===== src/rtl/tetu_pkg.sv =====
// types, constants and controller/datapath command structs for the emitter table
// no dependencies
package tetu_pkg;

    localparam int SLOTS = 16;
    localparam int IDX_W = $clog2(SLOTS);
    localparam int CNT_W = $clog2(SLOTS + 1);
    localparam int ID_W  = 20 * 8;
    localparam int MAC_W = 6 * 8;
    localparam logic [31:0] TIMEOUT_RESET = 32'd30000;

    typedef enum logic [1:0] {
        OP_INGEST = 2'd0,
        OP_TICK   = 2'd1,
        OP_READ   = 2'd2,
        OP_NOP    = 2'd3
    } t_op;

    typedef enum logic [1:0] {
        OUTC_MATCH = 2'd0,
        OUTC_FREE  = 2'd1,
        OUTC_EVICT = 2'd2,
        OUTC_NONE  = 2'd3
    } t_outcome;

    typedef struct packed {
        t_op                operation;
        logic [MAC_W-1:0]   mac;
        logic               id_present;
        logic [63:0]        id_bytes_hi;
        logic [63:0]        id_bytes_mid;
        logic [31:0]        id_bytes_lo;
        logic               mac_first;
        logic signed [7:0]  rssi;
        logic [31:0]        now_ms;
        logic [3:0]         rank;
    } t_in_item;

    typedef struct packed {
        logic               hit;
        logic [3:0]         slot;
        t_outcome           outcome;
        logic [MAC_W-1:0]   entry_mac;
        logic signed [7:0]  entry_rssi_best;
        logic signed [7:0]  entry_rssi_last;
        logic [31:0]        entry_packets;
        logic [4:0]         active_count;
        logic [4:0]         expired_count;
    } t_out_item;

    typedef struct packed {
        logic [MAC_W-1:0]   mac;
        logic [ID_W-1:0]    id;
        logic signed [7:0]  last;
        logic [31:0]        packets;
        logic [31:0]        seen;
    } t_slot_word;

    localparam int WORD_W = $bits(t_slot_word);

    typedef struct packed {
        logic               load;
        logic               walk_en;
        logic [IDX_W-1:0]   walk_idx;
        logic               fetch;
        logic               apply;
        logic               out_load;
    } t_dp_cmd;

    typedef struct packed {
        logic               out_free;
    } t_dp_sts;

    typedef enum logic [5:0] {
        ST_IDLE  = 6'b000001,
        ST_WALK  = 6'b000010,
        ST_DRAIN = 6'b000100,
        ST_FETCH = 6'b001000,
        ST_APPLY = 6'b010000,
        ST_OUT   = 6'b100000
    } t_state;

endpackage


===== src/rtl/tetu_ctrl.sv =====
// sequencing state machine: accept, slot walk, drain, fetch, update, result
// depends on tetu_pkg
module tetu_ctrl (
    input  logic              i_clk,
    input  logic              i_rst_n,
    input  logic              i_in_valid,
    input  tetu_pkg::t_op     i_op,
    output logic              o_in_stall,
    output tetu_pkg::t_dp_cmd o_cmd,
    input  tetu_pkg::t_dp_sts i_sts
);
    import tetu_pkg::*;

    t_state           r_state, n_state;
    logic [IDX_W-1:0] r_cnt, n_cnt;

    always_comb begin
        n_state = r_state;
        n_cnt   = r_cnt;
        o_cmd   = '0;
        unique case (r_state)
            ST_IDLE: begin
                if (i_in_valid) begin
                    o_cmd.load = 1'b1;
                    n_cnt      = '0;
                    n_state    = (i_op == OP_NOP) ? ST_OUT : ST_WALK;
                end
            end
            ST_WALK: begin
                o_cmd.walk_en  = 1'b1;
                o_cmd.walk_idx = r_cnt;
                n_cnt          = r_cnt + 1'b1;
                if (r_cnt == IDX_W'(SLOTS - 1)) begin
                    n_state = ST_DRAIN;
                end
            end
            ST_DRAIN: begin
                n_state = ST_FETCH;
            end
            ST_FETCH: begin
                o_cmd.fetch = 1'b1;
                n_state     = ST_APPLY;
            end
            ST_APPLY: begin
                o_cmd.apply = 1'b1;
                n_state     = ST_OUT;
            end
            ST_OUT: begin
                if (i_sts.out_free) begin
                    o_cmd.out_load = 1'b1;
                    n_state        = ST_IDLE;
                end
            end
            default: begin
                n_state = ST_IDLE;
            end
        endcase
    end

    always_ff @(posedge i_clk) begin
        if (!i_rst_n) begin
            r_state <= ST_IDLE;
            r_cnt   <= '0;
        end else begin
            r_state <= n_state;
            r_cnt   <= n_cnt;
        end
    end

    assign o_in_stall = (r_state != ST_IDLE);

endmodule


===== config.mk =====
export PLATFORM = sky130hd
export DESIGN_NAME = tetu_ctrl
export DESIGN_NICKNAME = d
export VERILOG_FILES = /design/src/rtl/tetu_pkg.sv /design/src/rtl/tetu_ctrl.sv
export SDC_FILE = /design/constraint.sdc
export NUM_CORES = 1
export LEC_CHECK = 0
export BUFFER_PORTS_ARGS = -buffer_cell sky130_fd_sc_hd__buf_2
export CORE_AREA = 4 4 41 43
export CTS_BUF_LIST = sky130_fd_sc_hd__clkbuf_16
export DETAILED_ROUTE_END_ITERATION = 10
export DIE_AREA = 0 0 45 47
export GPL_ROUTABILITY_DRIVEN = 0
export GPL_TIMING_DRIVEN = 1
export PLACE_DENSITY = 0.72
export SETUP_SLACK_MARGIN = 0.02
export SYNTH_ARGS = -nofsm -noshare
export SYNTH_HDL_FRONTEND = slang
export SYNTH_SLANG_ARGS = --single-unit

===== constraint.sdc =====
create_clock -name i_clk -period 1.5 [get_ports i_clk]
set_clock_uncertainty 0.1 [all_clocks]
set_input_delay 0.225 -clock i_clk [delete_from_list [all_inputs] [get_ports i_clk]]
set_output_delay 0.225 -clock i_clk [all_outputs]
set_load 0.005 [all_outputs]

==> results.toml <==
[synthesis]
synth_fa_ha_area_share_pct = 2.16
synth_seq_cells = 10
synth_top_family_by_area = "simple AND/OR/NAND/NOR gates"
netlist.area_leader.share_pct = 34.5
synth_area_sq_um = 581
synth_seq_area_share_pct = 34.5
synth_cells = 71
synth-simple-area-share_pct = 43.5
yosys.cell_types.count = 30
synth_area_leaders = "dfxtp_1, and3_1, a21oi_1"
synth_compound_area_share_pct = 13.6
ys_warn_count = 0
synthMuxAreaShare_pct = 0
syn_nets = 78
yosysTopAreaCell = "dfxtp_1"
syn_area_per_cell_sq_um = 8.18
synth_xor_area_share_pct = 1.51

[clock_network]
cts_buffers = 3
insertion_delay_ps = 230
cts_tree = "done"
cts.sinks = 10
cts_buffer_depth = 2
ctsHoldBuffers = 0
htreeDepth = 1
cts_root_buf = "clkbuf_16"
path_clk_slew_ps = 40

[worst_setup_path]
reg2reg_slack_ps = 110
worstSetupEndpointType = "output port"
cp.required_ps = 1170
crit_fanout = 7
crit_path_start_kind = "flip-flop"
arrival_ps = 1320
worstSetupPathType = "reg -> out"

[placement]
portBuffers = 15
dp_slack_ps = 53.3
place_hpwl_microns = 1090

[pwr]
cellLeakagePower_nw = 0.418
p_int_mw = 0.690
switchingPower_mw = 0.200
ir_drop_uv = 792
clockPowerShare_pct = 52.0
powerDensity_nw_per_um2 = 1070
seqPwrFrac_pct = 32.6
switching_share_pct = 22.5
power.total_mw = 0.890
comb_power_share_pct = 15.4

[grt]
use_met3_pct = 7.28
grt_antenna_before_repair = 0
grt_max_degree = 10
use_met1_pct = 17.7
grt_busiest_layer = "met2"
grt_overflow = 0
grt_usage_pct = 15.2
grt_pass1_vias = 545
use_met2_pct = 23.7
grt_first_pass_wirelength_microns = 2210

[timing]
finalCritPeriodShare_pct = 110
hold_violations = 0
final_max_slew_viol_count = 0
period_needed_ps = 1650
rsz0062_at_grt = "true"
relSlewSlack_pct = 82.9
tightest_slew_ps = 255
setup_viol = 9
fmax_ghz = 0.607
worst_slack_ps = -147

[die]
io_pins = 16
die-area_sq_um = 2120
rows = 13
initial_core_util_pct = 44.6
die_w_microns = 45
core_sq_um = 1300
fp.dieH_microns = 47

[detailed_routing]
first_iter_violations = 14
drtAntennaViolNets = 0
drt-total-wl_microns = 1470
dr.pass1.iters = 4
vias = 607
wl_per_cell_microns = 13.1
drc_errors = 0
vias_per_cell = 5.42

[cells_and_area]
final_common_cell = "buf_2"
fillers = 117
diodes = 0
drive_gt1_share_pct = 39.2
multiInputGateArea_sq_um = 375
area_growth_pct = 44.0
seq_area_sq_um = 204
layout_common_cells = "buf_2, nand2_1, buf_4, dfxtp_1"
finish.net_count = 105

[run_status]
violations = "setup timing"
status = "finished, violations left"

[flow_run]
drv_cap = 0

[min_path]
hp-class = "in -> reg"
metrics by stage:
stage | util, % | area (sq um) | std cells | hold slack, ps | setup TNS (ps)
4_1_cts | 63.7 | 828 | 112 | 142 | -943
3_5_place_dp | 54.4 | 708 | 106 | 387 | 0
2_1_floorplan | - | 581 | 71 | 241 | 0
3_3_place_gp | 54.4 | 708 | 106 | 378 | 0
5_1_grt | 64.2 | 836 | 112 | 181 | -1510
6_report | 64.2 | 836 | 112 | 153 | -801
state kept, by name, summed over array words and instances (netlist names):
| signal | flops |
|---|---|
| r_state | 6 |
| r_cnt | 4 |
final timing paths:
path                           startpoint                 endpoint  cells after the start
setup / recovery  r_state[0]$_SDFFE_PN1P_                 o_cmd[7]                      4
setup reg to reg  r_state[2]$_SDFFE_PN0P_  r_state[5]$_SDFFE_PN0P_                      6
hold / removal                    i_rst_n  r_state[1]$_SDFFE_PN0P_                      3
hold reg to reg     r_cnt[1]$_SDFFE_PN0P_    r_cnt[1]$_SDFFE_PN0P_                      2
power by group through the flow:
stage	Sequential (mW)	Clock [mW]	Combinational, mW
6_report	0.291	0.463	0.137
5_1_grt	0.292	0.486	0.153
4_1_cts	0.289	0.474	0.134
3_5_place_dp	0.292	0	0.124
3_3_place_gp	0.292	0	0.122
2_1_floorplan	0.291	0	0.0769
area by class of cell:
type	count	share of cell area, %
repair buffers	23	16.6
flip-flops and latches	10	24.4
inverters	4	2.40
multi-input cells	56	44.9
clock buffers	3	8.98
well taps	15	2.25
clock inverters	1	0.449
synth_stat cells (all sizes together):
cell type  count
a21oi          6
a31oi          2
a41oi          1
and2           1
and2b          1
and3           5
and3b          2
and4           1
buf            1
clkinv         1
dfxtp         10
ha             1
inv            3
nand2          8
nand2b         1
nand3          8
nand3b         2
nand4          1
nand4b         1
nor2           4
nor2b          1
nor3           1
nor4           2
nor4b          1
o211ai         1
o21ai          4
xor2           1
worst max-delay path, stage by stage, from the launching register on:
cell      delay (ps)
dfxtp_1          380
and2b_1          290
nand2_2          190
clkinv_4         100
buf_2            130
routing by layer:
layer	up-vias	wire, microns
li1	312	-
met1	269	655
met2	22	673
met3	4	119
met4	0	21
met5	-	0
timing repair:
item / CTS / global route
pin swaps: 4 / 0
hold endpoints to repair: 0 / 0
buffers inserted: 2 / 0
endpoints found under the setup margin: 10 / 14
gates resized for setup: 6 / 4
kinds of logic after synthesis:
logic type               after synthesis
buffers and inverters                  5
XOR/XNOR                               1
AO/OA/AOI/OAI                         14
flip-flops                            10
adder cells (fa/ha/maj)                1
AND/OR/NAND/NOR                       40
(Power assumes the default switching activity.)
